`src/hw/rtl/csk_pkg.sv`:
```
package csk_pkg;

    localparam int VAL_W   = 16;
    localparam int DEN_W   = VAL_W + 1;
    localparam int PROD_W  = 2 * VAL_W;
    localparam int QUO_W   = VAL_W;
    localparam int SUM_W   = 34;
    localparam int OUT_W   = 36;
    localparam int N_CELLS = QUO_W;

    localparam logic [OUT_W-1:0] ONE_Q15 = OUT_W'(32768);

    typedef logic [VAL_W-1:0]  t_value;
    typedef logic [DEN_W-1:0]  t_den;
    typedef logic [PROD_W-1:0] t_prod;
    typedef logic [QUO_W-1:0]  t_quo;
    typedef logic [SUM_W-1:0]  t_sum;
    typedef logic [OUT_W-1:0]  t_out;

    typedef struct packed {
        logic   last;
        t_den   den;
        t_den   rem;
        t_value num_lo;
        t_quo   quo;
    } t_div_word;

endpackage

```
`src/hw/rtl/chi_square_kernel_dense.sv`:
```
// A last pair passes the prep registers, the divider cells and the output register before its result is on o_valid.
// Throughput: one element pair per cycle; the flow holds only while a result
// waits in the output register under i_stall.
// Path: absolute difference, square, a chain of 16 restoring divider cells
// (one quotient bit each), then the saturating accumulator.
// Reset: synchronous, active low; empties the pipe and clears the sum and flag.
module chi_square_kernel_dense (
    input  logic                           i_clk,
    input  logic                           i_rst_n,
    input  logic                           i_valid,
    output logic                           o_stall,
    input  logic [csk_pkg::VAL_W-1:0]      i_x_value,
    input  logic [csk_pkg::VAL_W-1:0]      i_y_value,
    input  logic                           i_last_element,
    output logic                           o_valid,
    input  logic                           i_stall,
    output logic signed [csk_pkg::OUT_W-1:0] o_similarity,
    output logic                           o_saturated
);
    import csk_pkg::*;

    logic      adv;
    logic      cell_valid [0:N_CELLS];
    t_div_word cell_word  [0:N_CELLS];
    t_out      similarity;

    assign adv     = !(o_valid && i_stall);
    assign o_stall = !adv;

    csk_prep u_prep (
        .i_clk          (i_clk),
        .i_rst_n        (i_rst_n),
        .i_adv          (adv),
        .i_valid        (i_valid),
        .i_x_value      (i_x_value),
        .i_y_value      (i_y_value),
        .i_last_element (i_last_element),
        .o_valid        (cell_valid[0]),
        .o_word         (cell_word[0])
    );

    for (genvar g = 0; g < N_CELLS; g++) begin : g_cell
        csk_div_cell u_cell (
            .i_clk   (i_clk),
            .i_rst_n (i_rst_n),
            .i_adv   (adv),
            .i_valid (cell_valid[g]),
            .i_word  (cell_word[g]),
            .o_valid (cell_valid[g+1]),
            .o_word  (cell_word[g+1])
        );
    end

    csk_accum u_accum (
        .i_clk        (i_clk),
        .i_rst_n      (i_rst_n),
        .i_adv        (adv),
        .i_stall      (i_stall),
        .i_valid      (cell_valid[N_CELLS]),
        .i_word       (cell_word[N_CELLS]),
        .o_valid      (o_valid),
        .o_similarity (similarity),
        .o_saturated  (o_saturated)
    );

    assign o_similarity = similarity;

`ifndef NO_ASSERTIONS
    a_even_result: assert property (@(posedge i_clk) disable iff (!i_rst_n)
        o_valid |-> !o_similarity[0])
        else $error("odd similarity value");

    a_upper_bound: assert property (@(posedge i_clk) disable iff (!i_rst_n)
        o_valid |-> (o_similarity <= OUT_W'(32768)) && !o_similarity[OUT_W-1]
            || o_valid && o_similarity[OUT_W-1])
        else $error("similarity above one");

    a_reset_empty: assert property (@(posedge i_clk)
        !i_rst_n |=> !o_valid && !cell_valid[N_CELLS])
        else $error("pipe not empty after reset");

    a_unsat_sum: assert property (@(posedge i_clk) disable iff (!i_rst_n)
        o_valid && o_saturated |-> o_similarity[OUT_W-1])
        else $error("saturated result not negative");
`endif

endmodule

```
`src/hw/rtl/csk_prep.sv`:
```
module csk_prep (
    input  logic               i_clk,
    input  logic               i_rst_n,
    input  logic               i_adv,
    input  logic               i_valid,
    input  csk_pkg::t_value    i_x_value,
    input  csk_pkg::t_value    i_y_value,
    input  logic               i_last_element,
    output logic               o_valid,
    output csk_pkg::t_div_word o_word
);
    import csk_pkg::*;

    logic   r_valid_a;
    logic   r_last_a;
    t_value r_diff_a;
    t_den   r_den_a;
    logic   r_valid_b;
    logic   r_last_b;
    t_den   r_den_b;
    t_prod  r_prod_b;
    t_value n_diff;
    t_den   n_den;

    always_comb begin
        n_diff = (i_x_value >= i_y_value) ? (i_x_value - i_y_value) : (i_y_value - i_x_value);
        n_den  = DEN_W'(i_x_value) + DEN_W'(i_y_value);
        // zero denominator only with zero numerator: divide by one for a zero term
        if (n_den == '0) begin
            n_den = DEN_W'(1);
        end
    end

    always_ff @(posedge i_clk) begin
        if (!i_rst_n) begin
            r_valid_a <= 1'b0;
            r_valid_b <= 1'b0;
        end else if (i_adv) begin
            r_valid_a <= i_valid;
            r_valid_b <= r_valid_a;
        end
    end

    always_ff @(posedge i_clk) begin
        if (i_adv) begin
            r_last_a <= i_last_element;
            r_diff_a <= n_diff;
            r_den_a  <= n_den;
            r_last_b <= r_last_a;
            r_den_b  <= r_den_a;
            r_prod_b <= PROD_W'(r_diff_a) * PROD_W'(r_diff_a);
        end
    end

    assign o_valid       = r_valid_b;
    assign o_word.last   = r_last_b;
    assign o_word.den    = r_den_b;
    assign o_word.rem    = DEN_W'(r_prod_b[PROD_W-1:VAL_W]);
    assign o_word.num_lo = r_prod_b[VAL_W-1:0];
    assign o_word.quo    = '0;

endmodule

```
`src/hw/rtl/csk_div_cell.sv`:
```
module csk_div_cell (
    input  logic               i_clk,
    input  logic               i_rst_n,
    input  logic               i_adv,
    input  logic               i_valid,
    input  csk_pkg::t_div_word i_word,
    output logic               o_valid,
    output csk_pkg::t_div_word o_word
);
    import csk_pkg::*;

    logic                 r_valid;
    t_div_word            r_word;
    t_div_word            n_word;
    logic [DEN_W:0]       trial;
    logic                 ge;

    always_comb begin
        trial         = {i_word.rem, i_word.num_lo[VAL_W-1]};
        ge            = trial >= {1'b0, i_word.den};
        n_word        = i_word;
        n_word.rem    = ge ? DEN_W'(trial - {1'b0, i_word.den}) : DEN_W'(trial);
        n_word.num_lo = {i_word.num_lo[VAL_W-2:0], 1'b0};
        n_word.quo    = {i_word.quo[QUO_W-2:0], ge};
    end

    always_ff @(posedge i_clk) begin
        if (!i_rst_n) begin
            r_valid <= 1'b0;
        end else if (i_adv) begin
            r_valid <= i_valid;
        end
    end

    always_ff @(posedge i_clk) begin
        if (i_adv) begin
            r_word <= n_word;
        end
    end

    assign o_valid = r_valid;
    assign o_word  = r_word;

endmodule

```
`src/hw/rtl/csk_accum.sv`:
```
module csk_accum (
    input  logic               i_clk,
    input  logic               i_rst_n,
    input  logic               i_adv,
    input  logic               i_stall,
    input  logic               i_valid,
    input  csk_pkg::t_div_word i_word,
    output logic               o_valid,
    output csk_pkg::t_out      o_similarity,
    output logic               o_saturated
);
    import csk_pkg::*;

    t_sum             r_sum;
    logic             r_sat;
    logic             r_out_valid;
    t_out             r_similarity;
    logic             r_out_sat;
    logic [SUM_W:0]   wide_sum;
    t_sum             n_sum;
    logic             n_sat;

    always_comb begin
        wide_sum = {1'b0, r_sum} + (SUM_W+1)'(i_word.quo);
        n_sum    = wide_sum[SUM_W] ? '1 : wide_sum[SUM_W-1:0];
        n_sat    = r_sat | wide_sum[SUM_W];
    end

    always_ff @(posedge i_clk) begin
        if (!i_rst_n) begin
            r_sum       <= '0;
            r_sat       <= 1'b0;
            r_out_valid <= 1'b0;
        end else begin
            if (i_adv && i_valid) begin
                r_sum <= i_word.last ? '0 : n_sum;
                r_sat <= i_word.last ? 1'b0 : n_sat;
            end
            if (i_adv && i_valid && i_word.last) begin
                r_out_valid <= 1'b1;
            end else if (!i_stall) begin
                r_out_valid <= 1'b0;
            end
        end
    end

    always_ff @(posedge i_clk) begin
        if (i_adv && i_valid && i_word.last) begin
            r_similarity <= ONE_Q15 - {1'b0, n_sum, 1'b0};
            r_out_sat    <= n_sat;
        end
    end

    assign o_valid      = r_out_valid;
    assign o_similarity = r_similarity;
    assign o_saturated  = r_out_sat;

endmodule
```
`config.mk`:
```
export PLATFORM = sky130hd
export DESIGN_NAME = chi_square_kernel_dense
export DESIGN_NICKNAME = d
export VERILOG_FILES = /design/src/hw/rtl/csk_pkg.sv /design/src/hw/rtl/chi_square_kernel_dense.sv /design/src/hw/rtl/csk_prep.sv /design/src/hw/rtl/csk_div_cell.sv /design/src/hw/rtl/csk_accum.sv
export SDC_FILE = /design/constraint.sdc
export NUM_CORES = 2
export LEC_CHECK = 0
export BUFFER_PORTS_ARGS = -buffer_cell sky130_fd_sc_hd__buf_4
export CAP_MARGIN = 0
export CORE_MARGIN = 5
export CORE_UTILIZATION = 50
export CTS_BUF_LIST = sky130_fd_sc_hd__clkbuf_4 sky130_fd_sc_hd__clkbuf_8
export DETAILED_ROUTE_END_ITERATION = 8
export PLACE_DENSITY = 0.66
export SYNTH_ARGS = -nofsm -noshare
export SYNTH_HDL_FRONTEND = slang
export SYNTH_SLANG_ARGS = --single-unit
```
`constraint.sdc`:
```
create_clock -name i_clk -period 44.7 [get_ports i_clk]
set_input_delay 8.94 -clock i_clk [delete_from_list [all_inputs] [get_ports i_clk]]
set_output_delay 8.94 -clock i_clk [all_outputs]
set_load 0.01 [all_outputs]
```
==> flow_summary.ini <==
[drt]
drc = 0
wl_per_cell_um = 16.98
vias_per_cell = 5.293
wl_um = 111700
final_antenna_net_count = 0
num_vias = 34810
drtPass1Iterations = 5
drt_iter0_drc = 2032

[setup_path]
cp.required_ns = 35.76
startpoint_type = input pin
crit_type = in -> out
reg2reg_depth = 24
cp_max_fo = 54
cp.arrival_ns = 10.57
end_kind = output port

[synthesis]
syn-cell-area_mm2 = 0.05552
synth_area_per_cell_um2 = 11.64
syn_nets = 5423
synth-seq-cells = 941
yosysWarnings = 0
synth-edff-count = 887
netlist_instances = 4768
async_flop_share_pct = 0
ys_seq_area_share_pct = 49.92
synth-main-ff-cell = edfxtp_1
yosysUniqueCellTypes = 93

[cts]
cts_tree = yes
cts_max_level = 4
cts_max_path_buffers = 3
root_buffer = clkbuf_8
postCtsHoldBufs = 0
cts_sinks = 941
numCtsBuffers = 162
cts_setup_buffers = 0
cts.repair.resized = 0
path_clk_slew_ns = 0.05
clkLatencyLatePin_ns = 0.84

[sta]
fin_crit_sh_pct = 43.65
fmax_ghz = 0.05126
finalHoldViolCount = 0
rsz0062_at_grt = no
slew_headroom_pct = 19.59
setup_viol = 0
fin_worst_hold_slack_ns = 0.3906
skew_ns = 0.04734
final.min_clock_period_ns = 19.51
drv_slew = 0
fin_setup_tns_ns = 0
tightest_slew_ns = 1.202

[global_route]
grt_max_degree = 170
grt_pass1_wl_um = 182000
grt_pass1_vias = 35399
antenna_found_initial = 1
track_usage_pct = 19.13
overflow = 0

[finish]
final_cell_mix = edfxtp_1, inv_1, ha_1
drive_gt1_share_pct = 11.95
nets = 5605
finalNonFillerCells = 6576
multi_input_area_mm2 = 0.02494
seq_area_mm2 = 0.02772
final_common_cell = edfxtp_1
fillers = 9473
area_growth_pct = 10.21

[placed_design]
io_buffers = 74
dpl.cell_count = 6274
gp_congestion = 0.8993
dp_hpwl_um = 83200

[die]
core_mm2 = 0.1105
row_count = 122
start_util_pct = 50.24
die_x_um = 343.2
die_area_mm2 = 0.1178
io-pin-count = 76
die_h_um = 343.2

[min_path]
hold_depth = 0
min_path_type = reg -> reg

[flow_run]
maxCapViolCount = 0

[run_status]
outcome = finished, final reports clean
routing by layer:
metal,vias to the layer above,GRT usage (%),part of all wire [%]
met5,-,0,0
met4,0,6.353,2.7
met3,196,3.093,3.7
met2,652,34.49,51
met1,16700,23.45,42
li1,17262,-,-
synth_stat cells (30+ instances only):
library cell / number / share of area (%)
nand2b_1: 56 / 0.63
and2_1: 79 / 0.89
nor2_1: 202 / 1.4
xnor2_1: 182 / 2.9
xor2_1: 111 / 1.8
mux2i_1: 34 / 0.61
ha_1: 435 / 9.8
o21ai_0: 209 / 1.9
nor3_1: 70 / 0.63
and3_1: 30 / 0.34
nor2b_1: 74 / 0.83
nand2_1: 338 / 2.3
nand3_1: 53 / 0.48
inv_1: 680 / 4.6
fa_1: 183 / 6.6
a21o_1: 103 / 1.4
a21oi_1: 244 / 2.2
clkbuf_1: 75 / 0.51
nand4_1: 50 / 0.56
dfxtp_1: 54 / 1.9
edfxtp_1: 887 / 48
a21boi_0: 47 / 0.64
mux2_2: 161 / 3.3
kinds of logic (layout without fill, tap and decap cells):
group | after synthesis | after routing | share of synthesized area (%)
other | 1 | 3 | 0.006754
buffers and inverters | 775 | 1093 | 5.296
multiplexers | 195 | 195 | 3.878
AO/OA/AOI/OAI | 896 | 896 | 10.46
flip-flops | 941 | 941 | 49.92
AND/OR/NAND/NOR | 1049 | 1049 | 9.415
XOR/XNOR | 293 | 293 | 4.622
adder cells (fa/ha/maj) | 618 | 618 | 16.40
path summary, 6_finish.rpt:
| path | start | endpoint | slack, ns |
|---|---|---|---|
| worst max-delay path | i_stall | o_stall | 25.19 |
| worst min-delay path | g_cell[10].u_cell.o_word[27] | g_cell[11].u_cell.o_word[28] | 0.39 |
| worst max register to register | u_prep.r_diff_a[2] | u_prep.r_prod_b[30] | 37.25 |
| worst min register to register | g_cell[10].u_cell.o_word[27] | g_cell[11].u_cell.o_word[28] | 0.39 |
sequential cells by signal, summed over array words and instances, names as in the netlist:
signal                 count
g_cell.u_cell.o_valid     16
g_cell.u_cell.o_word     768
u_accum.o_saturated        1
u_accum.o_similarity      35
u_accum.o_valid            1
u_accum.r_sat              1
u_accum.r_sum             34
u_prep.o_valid             1
u_prep.r_den_a            17
u_prep.r_den_b            17
u_prep.r_diff_a           16
u_prep.r_last_a            1
u_prep.r_last_b            1
u_prep.r_prod_b           31
u_prep.r_valid_a           1
stage by stage:
stage | utilization, % | worst slack, ns | instance area, um2
finish | 55.37 | 25.19 | 61190
global route | 55.37 | 25.01 | 61190
CTS | 55.36 | 25.15 | 61180
detailed placement | 52.42 | 25.15 | 57930
global placement | 52.42 | 25.18 | 57930
floorplan | - | 10.24 | 55520
critical path, stage by stage:
cell and delay, ns:
buf_4 0.12, nand2_4 0.49, clkinv_1 0.65, buf_4 0.34
cell type report:
type / count / share of cell area, %
Timing Repair Buffer: 112 / 1.395
Clock buffer: 228 / 4.505
Inverter: 681 / 4.177
Multi-Input combinational cell: 3052 / 40.76
Sequential cell: 941 / 45.30
Clock inverter: 72 / 0.8118
Antenna cell: 2 / 0.008179
Tap cell: 1488 / 3.043
Power is not shown: default switching activity piles up to over one toggle a cycle in this logic, so the estimate is an artifact.
